`src/design/aes_pkg.sv`:
```
// Shared types, constants and byte functions for the AES encryption block.
package aes_pkg;

  localparam int RkDepth = 60;
  localparam int RkAw    = $clog2(RkDepth);

  localparam logic [2:0] CFG_KEY0 = 3'd0;
  localparam logic [2:0] CFG_KEY1 = 3'd1;
  localparam logic [2:0] CFG_KEY2 = 3'd2;
  localparam logic [2:0] CFG_KEY3 = 3'd3;
  localparam logic [2:0] CFG_KSIZE = 3'd4;

  localparam logic [1:0] KSIZE_128 = 2'd0;
  localparam logic [1:0] KSIZE_192 = 2'd1;

  localparam logic [7:0] RCON_INIT = 8'h01;

  typedef logic [31:0] word_t;

  // Round-key write request from the expansion unit.
  typedef struct packed {
    logic              we;
    logic [RkAw-1:0]   addr;
    word_t             data;
  } rk_wr_t;

  function automatic logic [7:0] sbox(input logic [7:0] x);
    logic [7:0] t [256];
    t = '{
      8'h63,8'h7c,8'h77,8'h7b,8'hf2,8'h6b,8'h6f,8'hc5,8'h30,8'h01,8'h67,8'h2b,8'hfe,8'hd7,8'hab,8'h76,
      8'hca,8'h82,8'hc9,8'h7d,8'hfa,8'h59,8'h47,8'hf0,8'had,8'hd4,8'ha2,8'haf,8'h9c,8'ha4,8'h72,8'hc0,
      8'hb7,8'hfd,8'h93,8'h26,8'h36,8'h3f,8'hf7,8'hcc,8'h34,8'ha5,8'he5,8'hf1,8'h71,8'hd8,8'h31,8'h15,
      8'h04,8'hc7,8'h23,8'hc3,8'h18,8'h96,8'h05,8'h9a,8'h07,8'h12,8'h80,8'he2,8'heb,8'h27,8'hb2,8'h75,
      8'h09,8'h83,8'h2c,8'h1a,8'h1b,8'h6e,8'h5a,8'ha0,8'h52,8'h3b,8'hd6,8'hb3,8'h29,8'he3,8'h2f,8'h84,
      8'h53,8'hd1,8'h00,8'hed,8'h20,8'hfc,8'hb1,8'h5b,8'h6a,8'hcb,8'hbe,8'h39,8'h4a,8'h4c,8'h58,8'hcf,
      8'hd0,8'hef,8'haa,8'hfb,8'h43,8'h4d,8'h33,8'h85,8'h45,8'hf9,8'h02,8'h7f,8'h50,8'h3c,8'h9f,8'ha8,
      8'h51,8'ha3,8'h40,8'h8f,8'h92,8'h9d,8'h38,8'hf5,8'hbc,8'hb6,8'hda,8'h21,8'h10,8'hff,8'hf3,8'hd2,
      8'hcd,8'h0c,8'h13,8'hec,8'h5f,8'h97,8'h44,8'h17,8'hc4,8'ha7,8'h7e,8'h3d,8'h64,8'h5d,8'h19,8'h73,
      8'h60,8'h81,8'h4f,8'hdc,8'h22,8'h2a,8'h90,8'h88,8'h46,8'hee,8'hb8,8'h14,8'hde,8'h5e,8'h0b,8'hdb,
      8'he0,8'h32,8'h3a,8'h0a,8'h49,8'h06,8'h24,8'h5c,8'hc2,8'hd3,8'hac,8'h62,8'h91,8'h95,8'he4,8'h79,
      8'he7,8'hc8,8'h37,8'h6d,8'h8d,8'hd5,8'h4e,8'ha9,8'h6c,8'h56,8'hf4,8'hea,8'h65,8'h7a,8'hae,8'h08,
      8'hba,8'h78,8'h25,8'h2e,8'h1c,8'ha6,8'hb4,8'hc6,8'he8,8'hdd,8'h74,8'h1f,8'h4b,8'hbd,8'h8b,8'h8a,
      8'h70,8'h3e,8'hb5,8'h66,8'h48,8'h03,8'hf6,8'h0e,8'h61,8'h35,8'h57,8'hb9,8'h86,8'hc1,8'h1d,8'h9e,
      8'he1,8'hf8,8'h98,8'h11,8'h69,8'hd9,8'h8e,8'h94,8'h9b,8'h1e,8'h87,8'he9,8'hce,8'h55,8'h28,8'hdf,
      8'h8c,8'ha1,8'h89,8'h0d,8'hbf,8'he6,8'h42,8'h68,8'h41,8'h99,8'h2d,8'h0f,8'hb0,8'h54,8'hbb,8'h16
    };
    return t[x];
  endfunction

  function automatic logic [7:0] xtime(input logic [7:0] x);
    return x[7] ? ({x[6:0], 1'b0} ^ 8'h1b) : {x[6:0], 1'b0};
  endfunction

  function automatic word_t sub_word(input word_t x);
    return {sbox(x[31:24]), sbox(x[23:16]), sbox(x[15:8]), sbox(x[7:0])};
  endfunction

endpackage

```
`src/design/aes_key_exp.sv`:
```
// Key expansion unit: one schedule word per cycle into the round-key store.
module aes_key_exp (
  input  logic                     clk,
  input  logic                     rst_n,
  input  logic                     go,
  input  logic [255:0]             key,
  input  logic [3:0]               nk,
  input  logic [aes_pkg::RkAw-1:0] total,
  output logic                     done,
  output aes_pkg::rk_wr_t          wr
);

  logic                     busy_r;
  logic [aes_pkg::RkAw-1:0] idx_r;
  logic [3:0]               mod_r;
  logic [7:0]               rc_r;
  // last eight words; win_r[0] is w[i-1]
  aes_pkg::word_t           win_r [8];
  aes_pkg::word_t           t;
  aes_pkg::word_t           w;
  aes_pkg::word_t           back;
  logic [2:0]               kidx;

  assign kidx = idx_r[2:0];
  assign back = win_r[3'(nk - 4'd1)];

  always_comb begin
    t = win_r[0];
    if (mod_r == 4'd0) begin
      t = aes_pkg::sub_word({win_r[0][23:0], win_r[0][31:24]}) ^ {rc_r, 24'd0};
    end else if (nk == 4'd8 && mod_r == 4'd4) begin
      t = aes_pkg::sub_word(win_r[0]);
    end
    if (idx_r < {2'b0, nk}) begin
      w = key[255 - 32*kidx -: 32];
    end else begin
      w = back ^ t;
    end
  end

  assign wr.we   = busy_r;
  assign wr.addr = idx_r;
  assign wr.data = w;
  assign done    = busy_r && (idx_r == total - 1'b1);

  always_ff @(posedge clk) begin
    if (!rst_n) begin
      busy_r <= 1'b0;
    end else if (go) begin
      busy_r <= 1'b1;
    end else if (done) begin
      busy_r <= 1'b0;
    end
    if (go) begin
      idx_r <= '0;
      mod_r <= '0;
      rc_r  <= aes_pkg::RCON_INIT;
    end else if (busy_r) begin
      idx_r <= idx_r + 1'b1;
      mod_r <= (mod_r == nk - 4'd1) ? 4'd0 : mod_r + 4'd1;
      if (mod_r == 4'd0 && idx_r >= {2'b0, nk}) begin
        rc_r <= aes_pkg::xtime(rc_r);
      end
      win_r[0] <= w;
      for (int k = 1; k < 8; k++) begin
        win_r[k] <= win_r[k-1];
      end
    end
  end

endmodule

```
`config.mk`:
```
export PLATFORM = sky130hd
export DESIGN_NAME = aes_key_exp
export DESIGN_NICKNAME = d
export VERILOG_FILES = /design/src/design/aes_pkg.sv /design/src/design/aes_key_exp.sv
export SDC_FILE = /design/constraint.sdc
export NUM_CORES = 1
export LEC_CHECK = 0
export ABC_CLOCK_PERIOD_IN_PS = 22800
export BUFFER_PORTS_ARGS = -buffer_cell sky130_fd_sc_hd__clkbuf_2
export CAP_MARGIN = 20
export CELL_PAD_IN_SITES_DETAIL_PLACEMENT = 0
export CELL_PAD_IN_SITES_GLOBAL_PLACEMENT = 1
export CORE_ASPECT_RATIO = 2
export CORE_MARGIN = 2
export CORE_UTILIZATION = 43
export CTS_BUF_LIST = sky130_fd_sc_hd__clkbuf_16
export CTS_CLUSTER_DIAMETER = 30
export DETAILED_ROUTE_END_ITERATION = 6
export PLACE_DENSITY = 0.75
export SETUP_SLACK_MARGIN = 0.4
export SLEW_MARGIN = 10
export SYNTH_ARGS = -nofsm -noshare
export SYNTH_HDL_FRONTEND = slang
export SYNTH_SLANG_ARGS = --single-unit
export TNS_END_PERCENT = 10
```
`constraint.sdc`:
```
create_clock -name clk -period 22.8 [get_ports clk]
set_input_delay 4.56 -clock clk [delete_from_list [all_inputs] [get_ports clk]]
set_output_delay 4.56 -clock clk [all_outputs]
set_load 0.02 [all_outputs]
```
* Word level (Yosys, flattened, before mapping)
Memories as Yosys holds them, arrays and structs flattened.
Cells that the tools add are included.
** Word-level totals
- Bits in registers :: 19
- RAM bits :: 256
- Bits in read-only memories :: 8192
- Input bits :: 269
- Memories :: 5
** Operators by class
- Add/sub/neg operators :: 5
- $lt $le $gt $ge :: 6
- Eq/ne operators :: 4
- Shift operators :: 1
- Muxes and demuxes :: 18
- Bitwise gates (word level) :: 7
- Reductions and logical operators :: 6
** Memories
- (name not given) :: words 256, bits a word 8, rd ports 1, clocked after memory_dff 0, wr ports 0, RTL line aes_pkg.sv:47 : return t[x];
- (name not given) :: words 256, bits a word 8, rd ports 1, clocked after memory_dff 0, wr ports 0, RTL line aes_pkg.sv:47
- (name not given) :: words 256, bits a word 8, rd ports 1, clocked after memory_dff 0, wr ports 0, RTL line aes_pkg.sv:47
- (name not given) :: words 256, bits a word 8, rd ports 1, clocked after memory_dff 0, wr ports 0, RTL line aes_pkg.sv:47
- win_r :: words 8, bits a word 32, rd ports 8, clocked after memory_dff 0, wr ports 8, RTL line aes_key_exp.sv:18 : aes_pkg::word_t win_r [8];
** Operator list (number)
- $shiftx A287 B33 Y32 :: 1
- $mux W32 :: 3
- $mux W8 :: 8
- $xor A32 B32 Y32 :: 2
- $ge A9 B9 Y1 const B :: 4
- $not A8 Y9 :: 4
- $sub A8 B8 Y9 const A :: 1
- $add A6 B1 Y6 const B :: 1
- $eq A6 B6 Y1 :: 1
- $ge A6 B4 Y1 :: 1
- $lt A6 B4 Y1 :: 1
- $sub A6 B1 Y6 const B :: 1
- $mux W1 :: 5
- $mux W5 :: 1
- $add A4 B1 Y4 const B :: 1
- $eq A4 B3 Y1 const B :: 1
- $eq A4 B4 Y1 :: 1
- $eq A4 B4 Y1 const B :: 1
- $logic_not A4 Y1 :: 1
- $mux W4 :: 1
- $not A4 Y4 :: 1
- $sub A4 B1 Y4 const B :: 1
- $logic_and A1 B1 Y1 :: 3
- $reduce_and A2 Y1 :: 1
- $reduce_bool A2 Y1 :: 1

* Longest topological paths before layout
- Depth after elaboration :: 8
- Depth in mapped cells :: 15
- Depth with buffers taken out :: 10

* Worst setup path after synthesis
OpenSTA, ideal clock, no wires.
- Path type :: input to register
- Start point :: input port go
- End point :: memory win_r[0][0] (netlist bit), enable pin
- Setup time :: 879 ps
- Arrival :: 15577 ps
- Data required time :: 21921 ps
- Path slack :: 6344 ps
- Stages on the path :: 3
- Buffers on the path :: 2
- Path through :: clkbuf_1 > clkbuf_1 > nor2_1
** RTL lines
- start, declared :: RTL line aes_key_exp.sv:5 : input logic go,
- end, declared :: RTL line aes_key_exp.sv:18

==> qor.csv <==
metric;value;unit
grt_usage;38.98;%
synth_nets;3353;
seq_area_frac_synth;28.44;%
p_leak;10.78;nW
drt_wl_total;136.0;mm
synth_top_area_share;27.10;%
synth_area;28370;um2
detail_route.first_pass.iterations;6;
tightest_slew;1247;ps
fin_skew;26.07;ps
arrival;8150;ps
hp-class;flip-flop to flip-flop;
drt-wirelength-per-cell;34.10;um
fin_nets;3429;
critPathMaxStageDelay;630;ps
synth-edff-count;256;
yosysTopAreaCell;edfxtp_1;
nFillCells;6401;
crit_type;primary input to output port;
hold_viol_final;0;
postRouteAntennaNets;0;
fin_crit;12710;ps
max_slew_margin;16.14;%
cts_root_buf;clkbuf_16;
path_cells;buf_4, inv_1, ha_4, buf_4, mux4_2, mux2_2, nand2_1, o21ai_0, o31ai_1, nor3b_1, clkbuf_2;
cts_setup_buffers;0;
cp-end-kind;output port;
numPortBuffers;308;
grt_pass1_vias;28070;
worst_slack;10090;ps
drive_gt1_share;23.06;%
drc;0;
clk_latency;560;ps
cts_buffers;24;
power.density;55.35;nW/um2
row_count;133;
slew_violations;0;
dpl.hpwl;97.76;mm
tns;0;ps
yosys_warnings;0;
cts_tree;built;
num_io_pins;309;
dpl_worst_slack;10030;ps
finalCritPeriodShare;55.76;%
worstRegToRegCells;12;
die_area;68170;um2
postSynthCellCount;3015;
first_iter_violations;4267;
syn_to_final_growth;8.521;%
synthDistinctLibCells;105;
grt_max_degree;87;
viasPerCell;7.273;
path_clk_slew;80;ps
fp.coreArea;65570;um2
grt_overflow;0;
synth_area_leaders;edfxtp_1 (27%), mux4_2 (14%), ha_1 (3.0%), mux2i_1 (3.0%), a21oi_1 (2.9%);
cts_resized;0;
die_w;185.6;um
syn_avg_cell_area;9.409;um2
min_path_cells;0;
start_util;43.27;%
critPathLaunchType;primary input;
final-setup-viol-count;0;
r2r_setup_slack;17310;ps
drv_cap;0;
fmax;78.65;MHz
path_common_cell;buf_4;
ir_worst_vdd;0.00004666;V
ys_ff_latch;275;
yosys_most_used_dff;edfxtp_1;
worst-endpoint-required;18240;ps
cts_max_level;1;
numClockSinks;275;
rsz0062_at_grt;false;
die_h;367.2;um
vias;29010;
cts_hold_buffers;0;
async_flop_share;0;%
critPathMaxFanout;50;
cts_buffer_depth;3;
grt_pass1_wl;194.4;mm
crit_slowest_cell;buf_4;
antenna_found_initial;5;
place.gp.congestion;1.035;
outcome;finished clean;
==> Yosys cell counts (16+ instances only) <==
library cell  count
a2111oi_0        18
a211oi_1         74
a21oi_1         165
a221oi_1         26
a311oi_1         47
a31oi_1          62
a32oi_1          18
and2_1           34
and3_1           18
buf_1            16
buf_2           129
buf_4            29
buf_6            21
clkbuf_1        142
dfxtp_1          19
edfxtp_1        256
ha_1             69
inv_1            47
mux2_2           38
mux2i_1          84
mux4_2          176
nand2_1         197
nand2b_1         97
nand3_1          87
nor2_1          193
nor2b_1          77
nor3_1          101
nor3b_1          16
nor4_1           17
o211ai_1         42
o21a_1           16
o21ai_0         150
o221ai_1         20
o22ai_1          27
o311ai_0         29
o31ai_1          41
or2_2            25
or3_1            25
xnor2_1          29
xor2_1           19
==> critical path: cells and delay by family <==
kind / cells / cell delay, ps
simple gates: 2 / 580
mux: 2 / 720
fa+ha+maj: 1 / 450
compound gates: 2 / 340
buf+inv: 4 / 1400
==> cell families (layout without fill, tap and decap cells) <==
| family | after synthesis | after routing | share of synthesized area (%) |
|---|---|---|---|
| adders and majority gates | 69 | 69 | 3.043 |
| xor gates and xnor gates | 48 | 48 | 1.482 |
| other | 0 | 3 | 0 |
| and+or+nand+nor | 962 | 962 | 17.41 |
| muxes | 300 | 300 | 18.55 |
| buffers and inverters | 403 | 497 | 6.938 |
| AOI/OAI and AO/OA | 958 | 958 | 24.14 |
| DFF | 275 | 275 | 28.44 |
==> per-stage QoR <==
stage	power, mW	hold slack (ps)	cells	area, um2	utilization (%)
finish	1.704	434.7	3989	30790	46.95
global route	1.756	444.0	3987	30780	46.95
CTS	1.687	437.5	3983	30740	46.88
detailed placement	1.261	429.5	3939	29940	45.67
global placement	1.259	426.5	3938	29940	45.66
floorplan	1.034	420.6	3015	28370	-
==> cells in the final DEF, fill, tap and decap left out, types with 38 or more instances in the layout <==
cell type	n
a31oi_1	62
buf_4	80
mux2_2	38
nor2b_1	77
nand3_1	87
nor3_1	100
a21oi_1	165
edfxtp_1	256
nand2b_1	97
a311oi_1	47
o211ai_1	42
a211oi_1	74
o31ai_1	41
clkbuf_2	307
mux4_2	176
inv_1	50
o21ai_0	149
ha_1	68
mux2i_1	84
nand2_1	197
nor2_1	191
==> layer usage <==
metal	part of all wire, %	GRT usage, %
met5	0.019	0
met4	11	33.72
met3	8.4	7.070
met2	48	65.32
met1	32	41.67
==> registers in the layout, indices dropped and copies added (netlist names) <==
| register | count |
|---|---|
| busy_r | 1 |
| idx_r | 6 |
| mod_r | 4 |
| rc_r | 8 |
| win_r | 256 |
==> worst paths after layout <==
check / from / to
setup / recovery: nk[0] / wr[5]
hold / removal: win_r[2][14] / win_r[3][14]
setup reg to reg: win_r[0][0] / win_r[0][15]
hold reg to reg: win_r[2][14] / win_r[3][14]
==> layout make-up <==
type                    count  area (um2)  area share [%]
diodes                      3       7.507         0.02439
clock inverters            20       196.4          0.6381
well taps                 877        1097           3.564
clock buffers              24       600.6           1.951
inverters                  62       235.2          0.7641
flip-flops and latches    275        8077           26.23
repair buffers            391        2181           7.084
multi-input cells        2337       18390           59.74
==> where the power goes <==
group	switching, mW	total (mW)	internal, mW	leakage (nW)
Sequential	0.0196	0.595	0.575	2.52
Combinational	0.443	0.681	0.238	7.86
Clock	0.206	0.428	0.222	0.401
No activity file was read; power rests on OpenSTA's default activity.
